===== config.mk =====
export PLATFORM = sky130hd
export DESIGN_NAME = plob_ram
export DESIGN_NICKNAME = d
export VERILOG_FILES = /design/src/price_level_order_book_assert.svh /design/src/plob_ram.sv
export SDC_FILE = /design/constraint.sdc
export NUM_CORES = 1
export LEC_CHECK = 0
export ABC_AREA = 1
export BUFFER_PORTS_ARGS = -buffer_cell sky130_fd_sc_hd__clkbuf_2
export CELL_PAD_IN_SITES_DETAIL_PLACEMENT = 1
export CELL_PAD_IN_SITES_GLOBAL_PLACEMENT = 1
export CORE_MARGIN = 8
export CORE_UTILIZATION = 25
export DETAILED_ROUTE_END_ITERATION = 6
export GPL_TIMING_DRIVEN = 1
export PLACE_DENSITY_LB_ADDON = 0.1
export SYNTH_ARGS = -nofsm -noshare
export SYNTH_HDL_FRONTEND = slang
export SYNTH_SLANG_ARGS = --single-unit

===== constraint.sdc =====
create_clock -name aclk -period 1.4 [get_ports aclk]
set_input_delay 0.28 -clock aclk [delete_from_list [all_inputs] [get_ports aclk]]
set_output_delay 0.28 -clock aclk [all_outputs]
set_load 0.1 [all_outputs]

===== src/price_level_order_book_assert.svh =====
// ----------------------------------------------------------------------------
// Assertion macros for the price level order book
// Implication checks that compile away when SYNTH is defined.
// ----------------------------------------------------------------------------
`ifndef PRICE_LEVEL_ORDER_BOOK_ASSERT_SVH
`define PRICE_LEVEL_ORDER_BOOK_ASSERT_SVH

`ifndef SYNTH
// same-cycle implication
`define PLOB_ASSERT_IMP(lbl, clk, rstn, ante, cons) \
    lbl: assert property (@(posedge clk) disable iff (!(rstn)) (ante) |-> (cons)) \
        else $error("order book assertion failed");
// next-cycle implication
`define PLOB_ASSERT_NXT(lbl, clk, rstn, ante, cons) \
    lbl: assert property (@(posedge clk) disable iff (!(rstn)) (ante) |=> (cons)) \
        else $error("order book assertion failed");
`else
`define PLOB_ASSERT_IMP(lbl, clk, rstn, ante, cons)
`define PLOB_ASSERT_NXT(lbl, clk, rstn, ante, cons)
`endif

`endif


===== src/plob_ram.sv =====
// ----------------------------------------------------------------------------
// plob_ram
// Simple dual-port RAM, one write and one registered read port.
// ----------------------------------------------------------------------------
module plob_ram #(
    parameter int WIDTH = 8,
    parameter int DEPTH = 16
) (
    input  logic                     aclk,
    input  logic                     we,
    input  logic [$clog2(DEPTH)-1:0] waddr,
    input  logic [WIDTH-1:0]         wdata,
    input  logic                     re,
    input  logic [$clog2(DEPTH)-1:0] raddr,
    output logic [WIDTH-1:0]         rdata
);

    logic [WIDTH-1:0] mem [DEPTH];
    logic [WIDTH-1:0] rdata_reg;

    always_ff @(posedge aclk) begin
        if (we) begin
            mem[waddr] <= wdata;
        end
        if (re) begin
            rdata_reg <= mem[raddr];
        end
    end

    assign rdata = rdata_reg;

endmodule


Word level (Yosys, flattened, before mapping)

Memory sizes are Yosys's and may differ from the RTL's. A register that Yosys moved wholly into a read port is not among the register bits.
Cells that the tools add are included.

$add $sub $neg: 0
Multipliers: 0
Divide/modulo/power cells: 0
Magnitude comparators: 0
Eq/ne operators: 0
Shifts and indexed selects: 0
Muxes and demuxes: 2
Bitwise gates (word level): 0
Reductions and logical operators: 0

Operator list:

| cell   | count |
|---|---|
| $mux 1 | 2 |

Bits in registers: 0
Bits in latches: 0
RAM bits: 128
ROM bits: 0
Word-level logic and storage cells: 3
Memories: 1

Memory list:

| name | depth | width | rd ports | clocked after Yosys merged registers in | write ports | line           | RTL |
|---|---|---|---|---|---|---|---|
| mem  | 16    | 8     | 1        | 1                                       | 1           | plob_ram.sv:18 | `logic [WIDTH-1:0] mem [DEPTH];` |

Logic depth before layout (Yosys ltp)

Gate-level depths: netlist of the first run.

Word-level depth: 2
Gate-level depth with buffers: 8

Least setup slack after synthesis of the first run

OpenSTA, ideal clock, no wires.

Path kind: input to register
Start point: input port waddr[2]
End point: memory mem[10][0], enable pin
Setup time: 0.370 ns
Data arrival time: 0.861 ns
Path slack: 0.169 ns
Stages on the path: 2
Buffers on the path: 0
Path through: nand3b_1 nor2_1

RTL lines:

| item        | line           | RTL |
|---|---|---|
| from (decl) | plob_ram.sv:11 | `input logic [$clog2(DEPTH)-1:0] waddr,` |
| to (decl)   | plob_ram.sv:18 |  |

Straight into the memory's write port.

Worst setup path in the final report of the first run

Start point: register rdata_reg[6] (netlist: rdata[6]), read port of mem
End point: output port rdata[6]

RTL lines:

| item        | line           | RTL |
|---|---|---|
| from (decl) | plob_ram.sv:19 | `logic [WIDTH-1:0] rdata_reg;` |
| to (decl)   | plob_ram.sv:15 | `output logic [WIDTH-1:0] rdata` |

No word-level cell between the ends.

==> flow_metrics.tcl, run 1 <==
set metrics [dict create \
    status "complete, no violations" \
    crit_chain "buf_6" \
    ant_nets 0 \
    hold_viol 0 \
    p_leak_nw 3.01 \
    antenna_found_initial 0 \
    multiInputGateArea_mm2 0.00121 \
    powerDensity_mw_per_mm2 1360 \
    hold_slack_ns 0.289 \
    die_width_um 169 \
    synthCells 551 \
    end_kind "primary output" \
    dr.pass1.iters 7 \
    most-common-layout-cells "nand2_1 (173), edfxtp_1 (136), inv_1 (100)" \
    worst_ep_required_time_ns 1.12 \
    worstMarginPinSlew_ns 0.516 \
    die_y_um 169 \
    netlist-cell-type-count 11 \
    ff2ff_path_depth 6 \
    crit_buf_inv 1 \
    holdPathStages 1 \
    p_seq_share_pct 47.5 \
    hp-start "re" \
    clock_sinks 136 \
    worst-setup-path-type "reg2out" \
    final_cells 932 \
    nets 619 \
    largest_reg_flops 128 \
    ys_warn_count 0 \
    synth_nets 570 \
    clock-skew-final_ns 0.00834 \
    postLayoutCoreUtil_pct 30.9 \
    fmax_ghz 0.716 \
    final-setup-viol-count 0 \
    grt_overflow 0 \
    dpl.hpwl_um 11100 \
    cts_buffers 17 \
    post_cts_buffers 0 \
    gp_congestion 0.731 \
    layout_commonest_cell "nand2_1" \
    crit_path_max_fanout 1 \
    cts.reportedPaths.clkPinSlew_ns 0.06 \
    grt_pass1_wl_um 26200 \
    grt_start_max_net_pins 53 \
    cts_tree "done" \
    cts_max_level 4 \
    combPwrFrac_pct 8.3 \
    drive_gt1_share_pct 13.5 \
    synthesis.area_mm2 0.00585 \
    fillers 2597 \
    ff_latch_area_mm2 0.00408 \
    hold_end "rdata[5]" \
    cpPeakStageDelay_ns 0.47 \
    die_area_mm2 0.0285 \
    core_area_mm2 0.0232 \
    r2r_end "rdata[5]" \
    antenna_cells 0 \
    start_util_pct 25.2 \
    grt_pass1_vias 4238 \
    crit_family "flip-flops" \
    crit_path_start_kind "flip-flop" \
    route.vias.total 3872 \
    crit_slowest_cell "edfxtp_1" \
    drc 0 \
    vias_per_cell 4.15 \
    area_growth_pct 22.4 \
    port_buffers 26 \
    grt_usage_pct 12.7 \
    wl_um 17300 \
    num_io_pins 27 \
    p_switching_mw 2.31 \
    placed_area_mm2 0.00659 \
    slew_headroom_pct 65.6 \
    clock_power_share_pct 44.2 \
    finalCritPeriodShare_pct 99.7 \
    rsz0062_at_grt "true" \
    ir_drop_mv 0.736 \
    clock-root-buffer "clkbuf_16" \
    dr.first_iter.drc_count 174 \
    ys_ff_latch 136 \
    internal-power_mw 7.43 \
    rows 56 \
    clk-insertion-delay-late_ns 0.42 \
    avgSynthCellArea_um2 10.6 \
    clockBufferDepth 2 \
    finalPower_mw 9.74 \
    wl_per_cell_um 18.6 \
    drv_slew 0 \
    dp_cells 900 \
    synth_seq_area_share_pct 69.8 \
    rrSetupSlack_ns 0.15 \
    cp.arrival_ns 1.12 \
    fin_area_mm2 0.00716 \
    swShare_pct 23.7 \
    cap_viol_max_count 0 \
    worstReg2RegStart "mem[5][5]" \
    hold_class "in2reg" \
    period_needed_ns 1.40 \
]
==> per-stage QoR <==
| stage | TNS (ns) | setup WS, ns |
|---|---|---|
| 2_1_floorplan | 0 | 0.169 |
| 3_3_place_gp | -1.17 | -0.205 |
| 3_5_place_dp | -1.28 | -0.218 |
| 4_1_cts | 0 | 0.00132 |
| 5_1_grt | -0.000197 | -0.000197 |
| 6_report | 0 | 0.00409 |
==> routing by layer <==
layer	track usage (%)	part of all wire [%]	vias up
met3	2.52	3.1	13
met2	21.5	50	47
met4	4.08	1.1	0
met1	16.1	46	1935
li1	-	-	1877
met5	0	0	-
==> logic make-up after synthesis <==
group / count (synthesis) / share of synthesized area, %
buf+inv: 126 / 9.39
simple gates: 289 / 20.8
flops: 136 / 69.8
==> power by group through the flow <==
stage	registers (mW)	logic [mW]	clock network, mW
after detailed placement	4.71	0.839	0
after CTS	4.63	0.843	4.43
after global placement	4.71	0.834	0
after floorplan	4.84	0.322	0
final	4.62	0.813	4.30
after global routing	4.63	0.894	4.58
==> synthesized netlist by cell type <==
| cell type | instances | area share [%] |
|---|---|---|
| inv_2 | 2 | 0.13 |
| nand2_1 | 173 | 11 |
| buf_1 | 1 | 0.064 |
| buf_6 | 6 | 1.2 |
| nor2_1 | 17 | 1.1 |
| inv_1 | 100 | 6.4 |
| edfxtp_1 | 136 | 70 |
| buf_2 | 13 | 1.1 |
| nand3_1 | 97 | 8.3 |
| nand3b_1 | 2 | 0.26 |
| buf_4 | 4 | 0.51 |
==> how the worst max path moves through the flow <==
stage	start	end	slack, ns	cells past startpoint
after floorplan	waddr[2]	mem[10][0]	0.17	2
after global placement	raddr[0]	rdata[5]	-0.21	7
after detailed placement	raddr[0]	rdata[5]	-0.22	7
after CTS	rdata[6]	rdata[6]	0.001	1
after global routing	rdata[6]	rdata[6]	-0.0002	1
final	rdata[6]	rdata[6]	0.004	1
==> cell type report <==
type                       count  area share (%)
sequential                   136            57.1
multi-input combinational    289            17.0
timing repair buffer          54            7.19
clock buffer                  19            6.05
tap                          319            5.58
inverter                     102            5.35
clock inverter                13            1.82
==> what timing repair did <==
action	4_1_cts	5_1_grt
resized for setup	1	0
setup endpoints to repair	1	1
hold buffers	0	0
hold endpoints to repair	0	0
(Power assumes the default switching activity.)
==> inputs of run 2 (changes only) <==
clock period = 1.3 ns   (was 1.4 ns; I/O delays follow)
==> flow_metrics.tcl, run 2 (same netlist as run 1, synthesis figures left out) <==
set metrics [dict create \
    hold_class "in2reg" \
    status "complete, but fails checks" \
    drv_slew 0 \
    die_width_um 169 \
    wl_per_cell_um 18.0 \
    grt_pass1_wl_um 26200 \
    rsz0062_at_grt "true" \
    ir_drop_mv 0.746 \
    dpl.hpwl_um 11100 \
    finalCritPeriodShare_pct 104 \
    crit_family "flip-flops" \
    cp.arrival_ns 1.10 \
    grt_usage_pct 12.6 \
    cts_tree "done" \
    fmax_ghz 0.738 \
    endpoint "rdata[6]" \
    slew_headroom_pct 65.9 \
    crit_chain "buf_12" \
    antenna_found_initial 1 \
    finalSetupTns_ns -0.154 \
    rrSetupSlack_ns 0.12 \
    fillers 2594 \
    powerDensity_mw_per_mm2 1450 \
    num_io_pins 27 \
    multiInputGateArea_mm2 0.00123 \
    end_kind "primary output" \
    cap_viol_max_count 0 \
    ff_latch_area_mm2 0.00408 \
    nets 621 \
    vias_per_cell 4.17 \
    finalPower_mw 10.5 \
    dp_slack_ns -0.288 \
    clk-insertion-delay-late_ns 0.42 \
    core_area_mm2 0.0232 \
    final_cells 934 \
    crit_path_max_fanout 1 \
    die_area_mm2 0.0285 \
    antenna_cells 0 \
    route.vias.total 3895 \
    clock-root-buffer "clkbuf_16" \
    largest_reg_flops 128 \
    hold_slack_ns 0.237 \
    crit_slowest_cell "edfxtp_1" \
    setup.worst_path.start "rdata[6]" \
    postLayoutCoreUtil_pct 31.1 \
    placed_area_mm2 0.00664 \
    post_cts_buffers 0 \
    worst-setup-path-type "reg2out" \
    die_y_um 169 \
    area_growth_pct 23.5 \
    dp_cells 902 \
    worst_ep_required_time_ns 1.04 \
    clock_sinks 136 \
    r2r_end "rdata[5]" \
    drc 0 \
    fin_area_mm2 0.00722 \
    worstReg2RegStart "mem[5][5]" \
    ff2ff_path_depth 6 \
    cts_max_level 4 \
    crit_path_start_kind "flip-flop" \
    grt_start_max_net_pins 53 \
    cts-hold-fix-buffers 0 \
    cts.reportedPaths.clkPinSlew_ns 0.06 \
    dr.first_iter.drc_count 198 \
    cts_buffers 17 \
    worstSetupPathDepth 1 \
    ant_nets 0 \
    clock-skew-final_ns 0.00712 \
    worstMarginPinSlew_ns 0.511 \
    wl_um 16800 \
    cpPeakStageDelay_ns 0.47 \
    gp_congestion 0.716 \
    most-common-layout-cells "nand2_1 (173), edfxtp_1 (136), inv_1 (100)" \
    setup_slack_ns -0.0558 \
    grt_overflow 0 \
    hold_viol 0 \
    clockBufferDepth 2 \
    drive_gt1_share_pct 14.5 \
    final-setup-viol-count 5 \
    port_buffers 26 \
    dr.pass1.iters 4 \
    crit_buf_inv 1 \
    period_needed_ns 1.36 \
    rows 56 \
    layout_commonest_cell "nand2_1" \
    start_util_pct 25.2 \
    violations "setup timing" \
    p_leak_nw 3.03 \
    grt_pass1_vias 4197 \
]
==> run 2: worst min path at each step <==
| stage | cells past startpoint | from | slack, ns | end |
|---|---|---|---|---|
| 2_1_floorplan | 0 | wdata[0] | 0.36 | mem[0][0] |
| 3_3_place_gp | 1 | re | 0.70 | rdata[3] |
| 3_5_place_dp | 1 | re | 0.68 | rdata[3] |
| 4_1_cts | 1 | re | 0.23 | rdata[3] |
| 5_1_grt | 1 | re | 0.25 | rdata[3] |
| 6_report | 1 | re | 0.24 | rdata[3] |
==> run 2: report_power, final <==
group / total [mW] / leakage [nW] / internal, mW / switching, mW
Clock: 4.60 / 0.264 / 2.79 / 1.81
Sequential: 4.98 / 1.24 / 4.94 / 0.0418
Combinational: 0.892 / 1.53 / 0.276 / 0.616
==> run 2: cell type report <==
cell class	instances	area share [%]
Clock inverter	14	1.85
Inverter	102	5.30
Tap cell	319	5.53
Clock buffer	18	5.94
Sequential cell	136	56.6
Multi-Input combinational cell	289	17.0
Timing Repair Buffer	56	7.80
==> run 2: per-layer routing <==
metal	up-vias	GRT usage [%]	wire length, µm
li1	1880	-	-
met1	1950	15.7	7810
met2	47	21.4	8340
met3	18	2.77	413
met4	0	4.11	234
met5	-	0	0
==> run 2: repair_timing <==
action / CTS / global route
setup endpoints to repair: 6 / 11
resized for setup: 0 / 3
cloned: 0 / 0
==> run 2: worst reg2reg max path: cells and delay by family, from the launching register on <==
| kind | cells | cell delay (ns) |
|---|---|---|
| AND/OR/NAND/NOR | 5 | 0.51 |
| flip-flops | 1 | 0.36 |
| buffers and inverters | 1 | 0.07 |
==> inputs of run 3 (changes only) <==
ABC_AREA = default   (was 1)
SLEW_MARGIN = 25   (was default)
==> flow_metrics.tcl, run 3 <==
set metrics [dict create \
    synthesis.area_mm2 0.00523 \
    final-setup-viol-count 12 \
    ir_drop_mv 0.672 \
    wl_per_cell_um 21.4 \
    cap_viol_max_count 0 \
    violations "setup timing" \
    ant_nets 0 \
    grt_start_max_net_pins 19 \
    dp_cells 560 \
    grt_overflow 0 \
    grt_pass1_vias 2781 \
    yosys-top-cells-count "edfxtp_1 (136), mux4_2 (18), a22oi_1 (16)" \
    synth_seq_area_share_pct 78.1 \
    cts-hold-fix-buffers 0 \
    port_buffers 26 \
    largest_reg_flops 128 \
    dpl.hpwl_um 8210 \
    area_growth_pct 32.6 \
    crit_path_max_fanout 1 \
    setup_slack_ns -0.120 \
    rsz0062_at_grt "true" \
    clk-insertion-delay-late_ns 0.41 \
    synthFlopType "edfxtp_1" \
    clock_sinks 136 \
    yosysTopAreaCell "edfxtp_1" \
    clock-root-buffer "clkbuf_16" \
    dp_slack_ns -0.678 \
    ys_warn_count 0 \
    drive_gt1_share_pct 46.4 \
    dr.first_iter.drc_count 163 \
    final_cells 594 \
    avgSynthCellArea_um2 22.8 \
    crit_path_start_kind "flip-flop" \
    powerDensity_mw_per_mm2 1620 \
    end_kind "flip-flop" \
    die_y_um 161 \
    yosys.area.top_type_share_pct 78.1 \
    num_io_pins 27 \
    netlist-cell-type-count 18 \
    p_leak_nw 2.30 \
    hold_slack_ns 0.289 \
    core_area_mm2 0.0208 \
    worstMarginPinSlew_ns 0.945 \
    synth_nets 248 \
    hold_class "in2reg" \
    slew_headroom_pct 36.9 \
    dr.pass1.iters 4 \
    nets 325 \
    cp.arrival_ns 1.57 \
    hold_viol 0 \
    cts_buffers 17 \
    layout_commonest_cell "edfxtp_1" \
    grt_usage_pct 10.3 \
    antenna_found_initial 0 \
    wl_um 12700 \
    period_needed_ns 1.42 \
    die_area_mm2 0.0258 \
    cts_max_level 4 \
    route.vias.total 2523 \
    clockBufferDepth 2 \
    synthArstFlopShare_pct 0 \
    clock-skew-final_ns 0.00694 \
    drc 0 \
    synthCells 229 \
    antenna_cells 0 \
    finalCritPeriodShare_pct 109 \
    worst-setup-path-type "reg2reg" \
    worst_ep_required_time_ns 1.45 \
    cts.reportedPaths.clkPinSlew_ns 0.06 \
    gp_congestion 0.645 \
    grt_pass1_wl_um 18700 \
    die_width_um 161 \
    drv_slew 0 \
    synth_area_leaders "edfxtp_1 (78%), mux4_2 (7.8%), mux4_1 (7.0%)" \
    rows 53 \
    fmax_ghz 0.704 \
    synth_edf_count 136 \
    vias_per_cell 4.25 \
    most-common-layout-cells "edfxtp_1 (136), mux4_2 (32), buf_4 (28)" \
    start_util_pct 25.2 \
    status "complete, but fails checks" \
    ys_ff_latch 136 \
    yosysMostFrequentCell "edfxtp_1" \
    cts_tree "done" \
]
[run 3: metrics by stage]
| step | setup TNS (ns) | cell area, µm² | power (mW) | util [%] |
|---|---|---|---|---|
| after floorplan | -1.78 | 5250 | 5.48 | - |
| after global placement | -16.17 | 6160 | 5.86 | 29.7 |
| after global routing | -1.64 | 6930 | 11.6 | 33.4 |
| after CTS | -1.26 | 6900 | 11.4 | 33.2 |
| final | -0.855 | 6930 | 11.2 | 33.4 |
| after detailed placement | -16.89 | 6160 | 5.87 | 29.7 |
[run 3: worst max-delay path, cell delays in order (launching register included)]
cell and delay, ns:
edfxtp_1 0.36, mux4_2 0.48, a22oi_2 0.20, nand2_1 0.11
[run 3: path summary, 6_finish.rpt]
kind	slack, ns	start	end	depth (start not counted)
worst max-delay path	-0.12	mem[2][5]	rdata[5]	3
worst min-delay path	0.29	wdata[2]	mem[14][2]	1
worst max register to register	-0.12	mem[2][5]	rdata[5]	3
worst min register to register	0.76	mem[6][4]	rdata[4]	3
[run 3: metal layers]
| layer | vias up | global-route usage, % | wire length, µm | part of all wire [%] |
|---|---|---|---|---|
| met2 | 46 | 15.3 | 5870 | 46 |
| met3 | 5 | 2.66 | 403 | 3.2 |
| li1 | 1126 | - | - | - |
| met1 | 1346 | 14.0 | 6330 | 50 |
| met4 | 0 | 4.08 | 97 | 0.76 |
| met5 | - | 0 | 0 | 0 |
[run 3: timing repair]
| action | CTS | global route |
|---|---|---|
| buffers inserted | 0 | 2 |
| endpoints found under the setup margin | 15 | 16 |
| gates cloned | 1 | 0 |
| pin swaps | 0 | 3 |
| resized for setup | 9 | 2 |
[run 3: report_power, final]
group	internal (mW)	switching, mW
Clock	3.61	1.84
Combinational	0.346	0.464
Sequential	4.94	0.0419
[run 3: layout make-up]
type | instances | area (µm²)
clock buffer | 17 | 425
clock inverter | 15 | 249
fill | 2042 | 13800
multi-input combinational | 83 | 1080
sequential | 136 | 4080
tap | 275 | 344
timing repair buffer | 68 | 751
[run 3: cells by family after synthesis]
logic type / count (synthesis) / share of synthesized area (%)
compound gates: 16 / 2.30
mux: 32 / 14.8
simple gates: 35 / 3.14
flops: 136 / 78.1
buf+inv: 10 / 1.65
