--- config.mk ---
export PLATFORM = sky130hd
export DESIGN_NAME = plob_engine
export DESIGN_NICKNAME = d
export VERILOG_FILES = /design/src/plob_pkg.sv /design/src/plob_engine.sv
export VERILOG_INCLUDE_DIRS = /design/src /design/src/src
export SDC_FILE = /design/constraint.sdc
export NUM_CORES = 2
export LEC_CHECK = 0
export BUFFER_PORTS_ARGS = -buffer_cell sky130_fd_sc_hd__buf_2
export CORE_UTILIZATION = 28
export CTS_CLUSTER_DIAMETER = 150
export DETAILED_ROUTE_END_ITERATION = 10
export PLACE_DENSITY_LB_ADDON = 0.05
export SLEW_MARGIN = 25
export SYNTH_ARGS = -nofsm -noshare
export SYNTH_HDL_FRONTEND = slang
export SYNTH_SLANG_ARGS = --single-unit
--- constraint.sdc ---
create_clock -name aclk -period 11.7 [get_ports aclk]
set_input_delay 1.755 -clock aclk [delete_from_list [all_inputs] [get_ports aclk]]
set_output_delay 1.755 -clock aclk [all_outputs]
set_load 0.05 [all_outputs]
--- src/price_level_order_book_assert.svh ---
// ----------------------------------------------------------------------------
// Assertion macros for the price level order book
// Implication checks that compile away when SYNTH is defined.
// ----------------------------------------------------------------------------
`ifndef PRICE_LEVEL_ORDER_BOOK_ASSERT_SVH
`define PRICE_LEVEL_ORDER_BOOK_ASSERT_SVH

`ifndef SYNTH
// same-cycle implication
`define PLOB_ASSERT_IMP(lbl, clk, rstn, ante, cons) \
    lbl: assert property (@(posedge clk) disable iff (!(rstn)) (ante) |-> (cons)) \
        else $error("order book assertion failed");
// next-cycle implication
`define PLOB_ASSERT_NXT(lbl, clk, rstn, ante, cons) \
    lbl: assert property (@(posedge clk) disable iff (!(rstn)) (ante) |=> (cons)) \
        else $error("order book assertion failed");
`else
`define PLOB_ASSERT_IMP(lbl, clk, rstn, ante, cons)
`define PLOB_ASSERT_NXT(lbl, clk, rstn, ante, cons)
`endif

`endif

--- src/plob_pkg.sv ---
// ----------------------------------------------------------------------------
// plob_pkg
// Types and constants shared by the order book modules.
// ----------------------------------------------------------------------------
package plob_pkg;

    localparam int LVL       = 64;
    localparam int IDX_W     = (LVL > 2) ? $clog2(LVL) : 1;
    localparam int CNT_W     = $clog2(LVL + 1);
    localparam int ADDR_W    = IDX_W + 1;
    localparam int RAM_DEPTH = 2 * (2 ** IDX_W);

    localparam logic signed [47:0] ONE_UNIT = 48'sd100000000;

    typedef enum logic [1:0] {
        OP_UPDATE    = 2'd0,
        OP_QUERY_BID = 2'd1,
        OP_QUERY_ASK = 2'd2,
        OP_CLEAR     = 2'd3
    } op_t;

    typedef enum logic [1:0] {
        ST_OK      = 2'd0,
        ST_FULL    = 2'd1,
        ST_MISSING = 2'd2,
        ST_IGNORED = 2'd3
    } status_t;

    typedef enum logic [3:0] {
        S_IDLE,
        S_SCAN_RD,
        S_SCAN_CMP,
        S_HIT,
        S_MISS,
        S_UP_RD,
        S_UP_WR,
        S_INS_WR,
        S_DN_RD,
        S_DN_WR,
        S_QRY_RD,
        S_QRY_EMIT,
        S_RESULT
    } state_t;

    typedef struct packed {
        logic [47:0]        price;
        logic signed [47:0] amount;
        logic [15:0]        count;
    } level_t;

    typedef struct packed {
        logic [47:0]        level_price;
        logic signed [47:0] level_amount;
        logic [15:0]        level_count;
        logic               level_valid;
        logic signed [55:0] side_total_amount;
        logic [22:0]        side_total_count;
        logic               last;
        status_t            status;
    } res_t;

    typedef struct packed {
        logic              we;
        logic [ADDR_W-1:0] waddr;
        level_t            wdata;
        logic              re;
        logic [ADDR_W-1:0] raddr;
    } ram_req_t;

endpackage

--- src/plob_engine.sv ---
// ----------------------------------------------------------------------------
// plob_engine
// Sequencer: scans, shifts and rewrites the level table, keeps totals.
// ----------------------------------------------------------------------------
`include "price_level_order_book_assert.svh"

module plob_engine (
    input  logic                      aclk,
    input  logic                      aresetn,
    input  logic                      s_valid,
    output logic                      s_ready,
    input  logic [1:0]                s_operation,
    input  logic [47:0]               s_price,
    input  logic [15:0]               s_order_count,
    input  logic signed [47:0]        s_amount,
    input  logic [6:0]                s_query_depth,
    output plob_pkg::ram_req_t        ram_req,
    input  plob_pkg::level_t          ram_rdata,
    output logic                      res_valid,
    input  logic                      res_ready,
    output plob_pkg::res_t            res
);
    import plob_pkg::*;

    state_t              state_reg, state_next;
    logic [CNT_W-1:0]    used_reg [2];
    logic [CNT_W-1:0]    used_next [2];
    logic signed [55:0]  tamt_reg [2];
    logic signed [55:0]  tamt_next [2];
    logic [22:0]         tcnt_reg [2];
    logic [22:0]         tcnt_next [2];
    logic                side_reg, side_next;     // 0 bid, 1 ask
    logic                del_reg, del_next;
    logic                zero_reg, zero_next;     // result totals forced to zero
    status_t             st_reg, st_next;
    level_t              lvl_reg, lvl_next;
    logic [CNT_W-1:0]    idx_reg, idx_next;
    logic [CNT_W-1:0]    pos_reg, pos_next;
    logic [CNT_W-1:0]    n_reg, n_next;

    logic                dec_side;
    logic                dec_del;
    logic                dec_ok;
    logic [CNT_W-1:0]    used_s;
    logic [CNT_W-1:0]    q_used;
    logic [CNT_W-1:0]    q_n;
    logic                q_side;
    logic signed [55:0]  new_amt_ext;
    logic signed [55:0]  old_amt_ext;
    logic [22:0]         new_cnt_ext;
    logic [22:0]         old_cnt_ext;
    logic                before_hit;
    logic [CNT_W-1:0]    idx_inc;
    logic [CNT_W-1:0]    idx_dec;

    assign used_s      = used_reg[side_reg];
    assign new_amt_ext = 56'(lvl_reg.amount);
    assign old_amt_ext = 56'(ram_rdata.amount);
    assign new_cnt_ext = 23'(lvl_reg.count);
    assign old_cnt_ext = 23'(ram_rdata.count);
    assign idx_inc     = idx_reg + 1'b1;
    assign idx_dec     = idx_reg - 1'b1;
    // bids run descending, asks ascending
    assign before_hit  = side_reg ? (ram_rdata.price > lvl_reg.price)
                                  : (ram_rdata.price < lvl_reg.price);

    always_comb begin
        dec_ok   = 1'b1;
        dec_side = 1'b0;
        dec_del  = 1'b0;
        if (s_order_count != 16'd0 && s_amount > 48'sd0) begin
            dec_side = 1'b0;
        end else if (s_order_count != 16'd0 && s_amount < 48'sd0) begin
            dec_side = 1'b1;
        end else if (s_order_count == 16'd0 && s_amount == ONE_UNIT) begin
            dec_del  = 1'b1;
        end else if (s_order_count == 16'd0 && s_amount == -ONE_UNIT) begin
            dec_side = 1'b1;
            dec_del  = 1'b1;
        end else begin
            dec_ok   = 1'b0;
        end
        q_side = (op_t'(s_operation) == OP_QUERY_ASK);
        q_used = used_reg[q_side];
        q_n    = (7'(s_query_depth) < 7'(q_used)) ? s_query_depth[CNT_W-1:0] : q_used;
    end

    always_ff @(posedge aclk) begin
        if (!aresetn) begin
            state_reg   <= S_IDLE;
            used_reg[0] <= '0;
            used_reg[1] <= '0;
            tamt_reg[0] <= '0;
            tamt_reg[1] <= '0;
            tcnt_reg[0] <= '0;
            tcnt_reg[1] <= '0;
        end else begin
            state_reg   <= state_next;
            used_reg    <= used_next;
            tamt_reg    <= tamt_next;
            tcnt_reg    <= tcnt_next;
        end
        side_reg <= side_next;
        del_reg  <= del_next;
        zero_reg <= zero_next;
        st_reg   <= st_next;
        lvl_reg  <= lvl_next;
        idx_reg  <= idx_next;
        pos_reg  <= pos_next;
        n_reg    <= n_next;
    end

    always_comb begin
        state_next = state_reg;
        used_next  = used_reg;
        tamt_next  = tamt_reg;
        tcnt_next  = tcnt_reg;
        side_next  = side_reg;
        del_next   = del_reg;
        zero_next  = zero_reg;
        st_next    = st_reg;
        lvl_next   = lvl_reg;
        idx_next   = idx_reg;
        pos_next   = pos_reg;
        n_next     = n_reg;
        s_ready    = 1'b0;
        ram_req    = '0;
        res_valid  = 1'b0;
        res        = '0;

        case (state_reg)
            S_IDLE: begin
                s_ready = 1'b1;
                if (s_valid) begin
                    lvl_next.price  = s_price;
                    lvl_next.amount = s_amount;
                    lvl_next.count  = s_order_count;
                    idx_next        = '0;
                    zero_next       = 1'b0;
                    st_next         = ST_OK;
                    case (op_t'(s_operation))
                        OP_UPDATE: begin
                            side_next = dec_side;
                            del_next  = dec_del;
                            if (dec_ok) begin
                                state_next = S_SCAN_RD;
                            end else begin
                                zero_next  = 1'b1;
                                st_next    = ST_IGNORED;
                                state_next = S_RESULT;
                            end
                        end
                        OP_QUERY_BID, OP_QUERY_ASK: begin
                            side_next  = q_side;
                            n_next     = q_n;
                            state_next = (q_n == '0) ? S_RESULT : S_QRY_RD;
                        end
                        default: begin
                            used_next[0] = '0;
                            used_next[1] = '0;
                            tamt_next[0] = '0;
                            tamt_next[1] = '0;
                            tcnt_next[0] = '0;
                            tcnt_next[1] = '0;
                            zero_next    = 1'b1;
                            state_next   = S_RESULT;
                        end
                    endcase
                end
            end
            S_SCAN_RD: begin
                if (idx_reg == used_s) begin
                    pos_next   = idx_reg;
                    state_next = S_MISS;
                end else begin
                    ram_req.re    = 1'b1;
                    ram_req.raddr = {side_reg, idx_reg[IDX_W-1:0]};
                    state_next    = S_SCAN_CMP;
                end
            end
            S_SCAN_CMP: begin
                pos_next = idx_reg;
                if (ram_rdata.price == lvl_reg.price) begin
                    state_next = S_HIT;
                end else if (before_hit) begin
                    state_next = S_MISS;
                end else begin
                    idx_next   = idx_inc;
                    state_next = S_SCAN_RD;
                end
            end
            S_HIT: begin
                if (!del_reg) begin
                    ram_req.we    = 1'b1;
                    ram_req.waddr = {side_reg, pos_reg[IDX_W-1:0]};
                    ram_req.wdata = lvl_reg;
                    tamt_next[side_reg] = tamt_reg[side_reg] - old_amt_ext + new_amt_ext;
                    tcnt_next[side_reg] = tcnt_reg[side_reg] - old_cnt_ext + new_cnt_ext;
                    state_next = S_RESULT;
                end else begin
                    tamt_next[side_reg] = tamt_reg[side_reg] - old_amt_ext;
                    tcnt_next[side_reg] = tcnt_reg[side_reg] - old_cnt_ext;
                    idx_next   = pos_reg;
                    state_next = S_DN_RD;
                end
            end
            S_MISS: begin
                if (del_reg) begin
                    st_next    = ST_MISSING;
                    state_next = S_RESULT;
                end else if (32'(used_s) >= LVL) begin
                    st_next    = ST_FULL;
                    state_next = S_RESULT;
                end else begin
                    idx_next   = used_s;
                    state_next = S_UP_RD;
                end
            end
            // open a slot at pos by moving entries up, top first
            S_UP_RD: begin
                if (idx_reg == pos_reg) begin
                    state_next = S_INS_WR;
                end else begin
                    ram_req.re    = 1'b1;
                    ram_req.raddr = {side_reg, idx_dec[IDX_W-1:0]};
                    state_next    = S_UP_WR;
                end
            end
            S_UP_WR: begin
                ram_req.we    = 1'b1;
                ram_req.waddr = {side_reg, idx_reg[IDX_W-1:0]};
                ram_req.wdata = ram_rdata;
                idx_next      = idx_dec;
                state_next    = S_UP_RD;
            end
            S_INS_WR: begin
                ram_req.we    = 1'b1;
                ram_req.waddr = {side_reg, pos_reg[IDX_W-1:0]};
                ram_req.wdata = lvl_reg;
                used_next[side_reg] = used_s + 1'b1;
                tamt_next[side_reg] = tamt_reg[side_reg] + new_amt_ext;
                tcnt_next[side_reg] = tcnt_reg[side_reg] + new_cnt_ext;
                state_next = S_RESULT;
            end
            // close the gap at pos by moving entries down
            S_DN_RD: begin
                if (idx_inc >= used_s) begin
                    used_next[side_reg] = used_s - 1'b1;
                    state_next = S_RESULT;
                end else begin
                    ram_req.re    = 1'b1;
                    ram_req.raddr = {side_reg, idx_inc[IDX_W-1:0]};
                    state_next    = S_DN_WR;
                end
            end
            S_DN_WR: begin
                ram_req.we    = 1'b1;
                ram_req.waddr = {side_reg, idx_reg[IDX_W-1:0]};
                ram_req.wdata = ram_rdata;
                idx_next      = idx_inc;
                state_next    = S_DN_RD;
            end
            S_QRY_RD: begin
                ram_req.re    = 1'b1;
                ram_req.raddr = {side_reg, idx_reg[IDX_W-1:0]};
                state_next    = S_QRY_EMIT;
            end
            S_QRY_EMIT: begin
                res_valid             = 1'b1;
                res.level_price       = ram_rdata.price;
                res.level_amount      = ram_rdata.amount;
                res.level_count       = ram_rdata.count;
                res.level_valid       = 1'b1;
                res.side_total_amount = tamt_reg[side_reg];
                res.side_total_count  = tcnt_reg[side_reg];
                res.last              = (idx_inc == n_reg);
                res.status            = ST_OK;
                if (res_ready) begin
                    idx_next   = idx_inc;
                    state_next = (idx_inc == n_reg) ? S_IDLE : S_QRY_RD;
                end
            end
            S_RESULT: begin
                res_valid             = 1'b1;
                res.side_total_amount = zero_reg ? 56'sd0 : tamt_reg[side_reg];
                res.side_total_count  = zero_reg ? 23'd0 : tcnt_reg[side_reg];
                res.last              = 1'b1;
                res.status            = st_reg;
                if (res_ready) begin
                    state_next = S_IDLE;
                end
            end
            default: begin
                state_next = S_IDLE;
            end
        endcase
    end

    `PLOB_ASSERT_IMP(a_bid_used_cap, aclk, aresetn, 1'b1, 32'(used_reg[0]) <= LVL)
    `PLOB_ASSERT_IMP(a_ask_used_cap, aclk, aresetn, 1'b1, 32'(used_reg[1]) <= LVL)
    `PLOB_ASSERT_IMP(a_shift_up_range, aclk, aresetn, state_reg == S_UP_WR, idx_reg > pos_reg)
    `PLOB_ASSERT_IMP(a_query_range, aclk, aresetn, state_reg == S_QRY_EMIT, idx_reg < n_reg)

endmodule
Word-level counts from Yosys, hierarchy flattened
Cells that the tools add are included.
{"block": "op_classes", "add_sub_neg": 10, "n_lt_le_gt_ge": 10, "n_eq_ne": 32, "n_mux": 94, "bitwise_logic": 2, "reduce_logical": 31}
{"cell": "120-bit one-hot mux with 3 select lines", "count": 1}
{"cell": "112-bit bitwise mux", "count": 3}
{"cell": "112-bit 2-to-1 mux", "count": 3}
{"cell": "112-bit one-hot mux with 3 select lines", "count": 1}
{"cell": "56-bit 2-to-1 mux", "count": 5}
{"cell": "82-bit one-hot mux with 2 select lines", "count": 1}
{"cell": "46-bit bitwise mux", "count": 3}
{"cell": "46-bit 2-to-1 mux", "count": 3}
{"cell": "46-bit one-hot mux with 3 select lines", "count": 1}
{"cell": "120-bit 2-to-1 mux", "count": 1}
{"cell": "23-bit 2-to-1 mux", "count": 5}
{"cell": "113-bit 2-to-1 mux", "count": 1}
{"cell": "56-bit by 48-bit adder with 56-bit output", "count": 2}
{"cell": "7-bit 2-to-1 mux", "count": 16}
{"cell": "48-bit by 28-bit == test with 1-bit output, second input constant", "count": 2}
{"cell": "56-bit demux with 1-bit select", "count": 1}
{"cell": "56-bit by 48-bit subtractor with 56-bit output", "count": 1}
{"cell": "4-bit one-hot mux with 13 select lines", "count": 1}
{"cell": "7-bit one-hot mux with 7 select lines", "count": 1}
{"cell": "48-bit == test", "count": 1}
{"cell": "48-bit by 1-bit greater-than comparator with 1-bit output, second input constant", "count": 1}
{"cell": "48-bit greater-than comparator", "count": 1}
{"cell": "48-bit by 1-bit less-than comparator with 1-bit output, second input constant", "count": 1}
{"cell": "48-bit less-than comparator", "count": 1}
{"cell": "49 further kinds", "count": 122}
{"block": "totals", "regBits": 314, "inputBits": 237, "out_inout_bits": 325, "word_cells": 196}

Longest topological paths before layout
{"block": "logic_depth", "depth_word": 12, "mapped_depth": 31, "mapped_depth_nobuf": 26}

Worst setup path after synthesis
Ideal clock, no wire load.
{"block": "synth_path", "kind": "register to register", "startpoint": "reg side_reg", "endpoint": "reg tamt_reg[110] (netlist bit)", "setup_ns": 0.119, "arrival_ns": 6.893, "path_slack_ns": 4.688, "stages_incl_launch_ff": 30, "synth_period_minus_slack_ns": 7.012, "path_cell_list": "edfxtp_1 -> clkbuf_1 -> buf_1 -> clkbuf_1 -> clkbuf_1 -> clkbuf_1 -> mux2_2 -> ha_1 -> and4_1 -> nand3_1 -> a21o_1 -> a31o_1 -> o41a_4 -> o41ai_4 -> a221o_1 -> a21oi_1 -> xnor2_2 -> ha_1 -> clkbuf_1 -> a21o_1 -> a21oi_1 -> o21bai_1 -> a21oi_1 -> o21ai_0 -> a31oi_1 -> o31ai_1 -> o31ai_1 -> xnor2_1 -> a221o_1 -> o221a_2"}
{"block": "synth_via", "elab_chain_len": 9}
{"item": "start, declared", "line_no": "plob_engine.sv:32", "source": "logic side_reg, side_next;"}
{"item": "start signal, assigned", "line_no": "plob_engine.sv:103", "source": "side_reg <= side_next;"}
{"item": "1-bit NOT with 2-bit output (implied by the code) (*)", "line_no": "plob_engine.sv:197, plob_engine.sv:201, plob_engine.sv:241"}
{"item": "56-bit 2-to-1 mux (implied by the code) (3 in series)", "line_no": "plob_engine.sv:197, plob_engine.sv:201, plob_engine.sv:241"}
{"item": "56-bit by 48-bit subtractor with 56-bit output", "line_no": "plob_engine.sv:197, plob_engine.sv:201"}
{"item": "56-bit by 48-bit adder with 56-bit output", "line_no": "plob_engine.sv:197", "source": "tamt_next[side_reg] = tamt_reg[side_reg] - old_amt_ext + new_amt_ext;"}
{"item": "112-bit bitwise mux", "line_no": "plob_engine.sv:197"}
{"item": "112-bit 2-to-1 mux", "line_no": "plob_engine.sv:193", "source": "if (!del_reg) begin"}
{"item": "112-bit one-hot mux with 3 select lines (*)", "line_no": "plob_engine.sv:131", "source": "case (state_reg)"}
{"item": "end signal, assigned", "line_no": "plob_engine.sv:100", "source": "tamt_reg <= tamt_next;"}
{"item": "end, declared", "line_no": "plob_engine.sv:28", "source": "logic signed [55:0] tamt_reg [2];"}
Every way passes the cells marked *; elsewhere a longest branch is shown, timed or not. The select of a mux whose other input is x is not followed.
A chain may end at the register's enable or synchronous reset.

Final worst setup path
Same ends and word-level chain as after synthesis.

==> metrics.md <==
| Metric | Value |
|---|---|
| Synth cell count leaders | a21oi_1, ha_1, nor2_1 |
| Layout cell share with drive strength beyond 1 | 0.2181 |
| Unique cell type count in the Yosys netlist | between 80 and 90 |
| Final Max Slew Viols | 0 |
| Vias | 30.23k |
| Crit path arrival time | between 8 and 9 ns |
| Final ANT Viol Nets | 0 |
| Worst-Margin Slew | around 1.1 ns |
| Synth-to-Final Area Change | 18.77% |
| Post-synthesis area per instance | 8.260 um2 |
| Worst vdd ir | 0.1095 mV |
| PD cells | roughly 190 nW/um2 |
| CTS resizes | 0 |
| Largest net degree at the start of global routing | 77 |
| Root Buffer | clkbuf_16 |
| Outcome | finished, final reports clean |
| Xor and xnor area share after synthesis | 0.06967 |
| Tcrit/Tclk final | 0.6732 |
| Antenna violations before repair | 3 |
| Post-layout min period | between 7 and 8 ns |
| Starting density of the core | 0.2831 |
| DRT iter0 DRCs | 1,883 |
| Post-synth EDFFs | 138 |
| Routed len/inst | 24.47 um |
| Fin. Hold Viols | 0 |
| RSZ-0062 raised after global routing | false |
| Top cells by area, synth | edfxtp_1, ha_1, dfxtp_1, a21oi_1, xnor2_1 |
| Fin Clk Skew | 0.02050 ns |
| GRT overflow | 0 |
| Syn nets | 4,208 |
| M1 WL | around 64,000 um |
| Max FO, Critical Path | 43 |
| Most frequent CP cell | a21oi_1 |
| Synthesized area | 30,390 um2 |
| CP Launch Type | flip-flop |
| WS Path Type | reg -> reg |
| Post-synthesis compound-gate area fraction | 0.2965 |
| First-pass GRT wire length | between 200,000 and 250,000 um |
| Post-route setup TNS | 0 ns |
| Drt total wl | around 140,000 um |
| Relative slew slack | 0.2854 |
| Pwr Total | 6.875 mW |
| CTS buffer count | 45 |
| Most used DFF post-synth | dfxtp_1 |
| WL met3 | between 5000 and 6000 um |
| Layout Nets | 4,642 |
| CTS Hold Bufs | 0 |
| Die Wd | roughly 330 um |
| #FFs+latches synth | roughly 310 |
| Max Freq | 127.0 MHz |
| Final setup fails | 0 |
| I/O pin count | 562 |
| Clk sinks | approximately 310 |
| Htree depth | 2 |
| P_leak | 16.62 nW |
| Pre-antenna DRT Iters | 5 |
| Worst path required time | 12.21 ns |
| All-Layer GR Usage | 0.2400 |
| TritonCTS clock tree | yes |
| Clock transition at path regs | roughly 0.06 ns |
| Most common cell in the netlist | a21oi_1 |
| Fraction of registers with async set/reset | 0 |
| Crit-path slowest cell | edfxtp_1 |
| Buf/Inv on CP | 2 |
| Worst path max stage delay | just under 0.8 ns |
| Die area | 109,800 um2 |
| Yosys warnings | 0 |
| Port Buffers | around 560 |
| Core area | about 110,000 um2 |
| Num rows | 120 |
| Clock Latency Late Sink | roughly 0.63 ns |
| Detailed Place HPWL | 104,100 um |
| Mux cell area share after synthesis | 0.04122 |
| Top Family by Delay on Critical Path | compound AO/OA/AOI/OAI gates |
| Routed vias/inst | 5.442 |
| Metal2 WL | 63,500 um |
| Synth Area in Adders | 0.1217 |
| DR DRC count | 0 |
| Total of max-cap violations | 0 |
| Largest family of logic cells by synthesized area | compound AO/OA/AOI/OAI gates |
| Simple-Gate Fraction of Synth Area | 0.1654 |
| Yosys top cell by area | edfxtp_1 |
| Clock buffer depth | 3 |
| Seq/Total Area, Yosys | 0.2523 |
| CP endpoint kind | flip-flop |
| # Post-CTS Setup Buffers | 0 |
| Worst Hold Class | reg -> reg |
| Vias in the first global route | ~30k |
| Syn Inst Count | 3,679 |
| Top-area cell type share of the netlist area | 0.1364 |
| GP Congestion | 0.8969 |
| Highest metal used | met4 |
| Die Height | roughly 330 um |
## cell type report
type / count / area [um2]
fillers: 11540 / 71260
multi-input cells: 2937 / 21210
flip-flops and latches: 314 / 7669
repair buffers: 603 / 3126
well taps: 1403 / 1755
clock buffers: 67 / 1375
inverters: 212 / 798.3
clock inverters: 17 / 155.1
diodes: 2 / 5.005
## placed cells by master, fill, tap and decap left out, types with 18 or more instances in the layout
cell | synthesis | final
buf_2 | 6 | 560
a21oi_1 | 306 | 305
ha_1 | 286 | 286
nor2_1 | 264 | 254
nand2_1 | 222 | 220
o21ai_0 | 216 | 215
inv_1 | 210 | 209
dfxtp_1 | 176 | 175
xnor2_1 | 146 | 146
edfxtp_1 | 138 | 138
a21o_1 | 130 | 130
nor2b_1 | 122 | 122
a22o_1 | 121 | 121
o221a_2 | 100 | 100
xor2_1 | 92 | 92
mux2_2 | 80 | 80
nand3_1 | 72 | 71
and2_1 | 69 | 68
nand4_1 | 65 | 65
clkbuf_16 | 0 | 50
o21bai_1 | 47 | 47
a31oi_1 | 42 | 42
buf_4 | 0 | 42
nand2b_1 | 41 | 41
nor3_1 | 41 | 41
o21a_1 | 40 | 40
a211oi_1 | 34 | 34
mux2i_1 | 34 | 34
and3_1 | 32 | 32
nor4_1 | 32 | 31
o211ai_1 | 28 | 28
a22oi_1 | 24 | 24
o22ai_1 | 24 | 24
o221ai_1 | 18 | 18
## where the power goes
group / internal (mW) / total [mW] / switching [mW] / leakage (nW)
clock: 0.859 / 1.45 / 0.596 / 0.755
combinational: 1.35 / 3.73 / 2.38 / 13.1
sequential: 1.43 / 1.69 / 0.264 / 2.73
total: 3.63 / 6.88 / 3.24 / 16.6
## worst reg2reg max path: stages (launching register included)
cell and delay (ns):
edfxtp_1 0.79, buf_4 0.74, mux2i_1 0.25, ha_1 0.26, inv_1 0.08, fa_1 0.26, a21oi_1 0.13, o211ai_1 0.25
o2111ai_1 0.34, and3b_1 0.37, o31ai_1 0.52, a21oi_1 0.30, o21ai_0 0.44, a41o_1 0.27, xor2_1 0.31, ha_1 0.33
a21o_1 0.14, a21oi_1 0.06, o21bai_1 0.18, a21oi_1 0.10, o21ai_0 0.18, a31oi_1 0.14, o31ai_1 0.48, o31ai_1 0.14
xnor2_1 0.14, a221o_1 0.31, o221a_2 0.24
## metal layers
layer | GRT usage | up-vias
met5 | 0 | -
met3 | 0.02467 | 123
li1 | - | 14580
met1 | 0.3287 | 14720
met4 | 0.05453 | 0
met2 | 0.4030 | 801
## path summary, 6_finish.rpt
path / startpoint / endpoint / slack [ns] / cells past startpoint
worst max-delay path: side_reg$_DFFE_PP_ / tamt_reg[110]$_SDFFE_PN0P_ / 3.82 / 26
worst min-delay path: used_reg[6]$_SDFFE_PN0P_ / used_reg[6]$_SDFFE_PN0P_ / 0.47 / 2
worst max register to register: side_reg$_DFFE_PP_ / tamt_reg[110]$_SDFFE_PN0P_ / 3.82 / 26
worst min register to register: used_reg[6]$_SDFFE_PN0P_ / used_reg[6]$_SDFFE_PN0P_ / 0.47 / 2
## stage by stage
step                      utilization  instances  worst slack, ns  hold slack (ns)  cell area (um2)
after floorplan                     -       3679            4.688           0.4244            30390
after global placement         0.3218       5468            3.911           0.4589            34540
after detailed placement       0.3218       5468            3.866           0.4615            34550
after CTS                      0.3361       5552            3.890           0.4710            36080
after global routing           0.3362       5554            3.349           0.4810            36090
final                          0.3362       5555            3.824           0.4732            36090
## cells by family after synthesis
kind of cell,Yosys count
multiplexers,115
AO/OA/AOI/OAI,1279
flip-flops,314
AND/OR/NAND/NOR,1011
XOR/XNOR,240
adder cells (fa/ha/maj),292
buffers and inverters,428
Power figures use the tool's default switching activity.
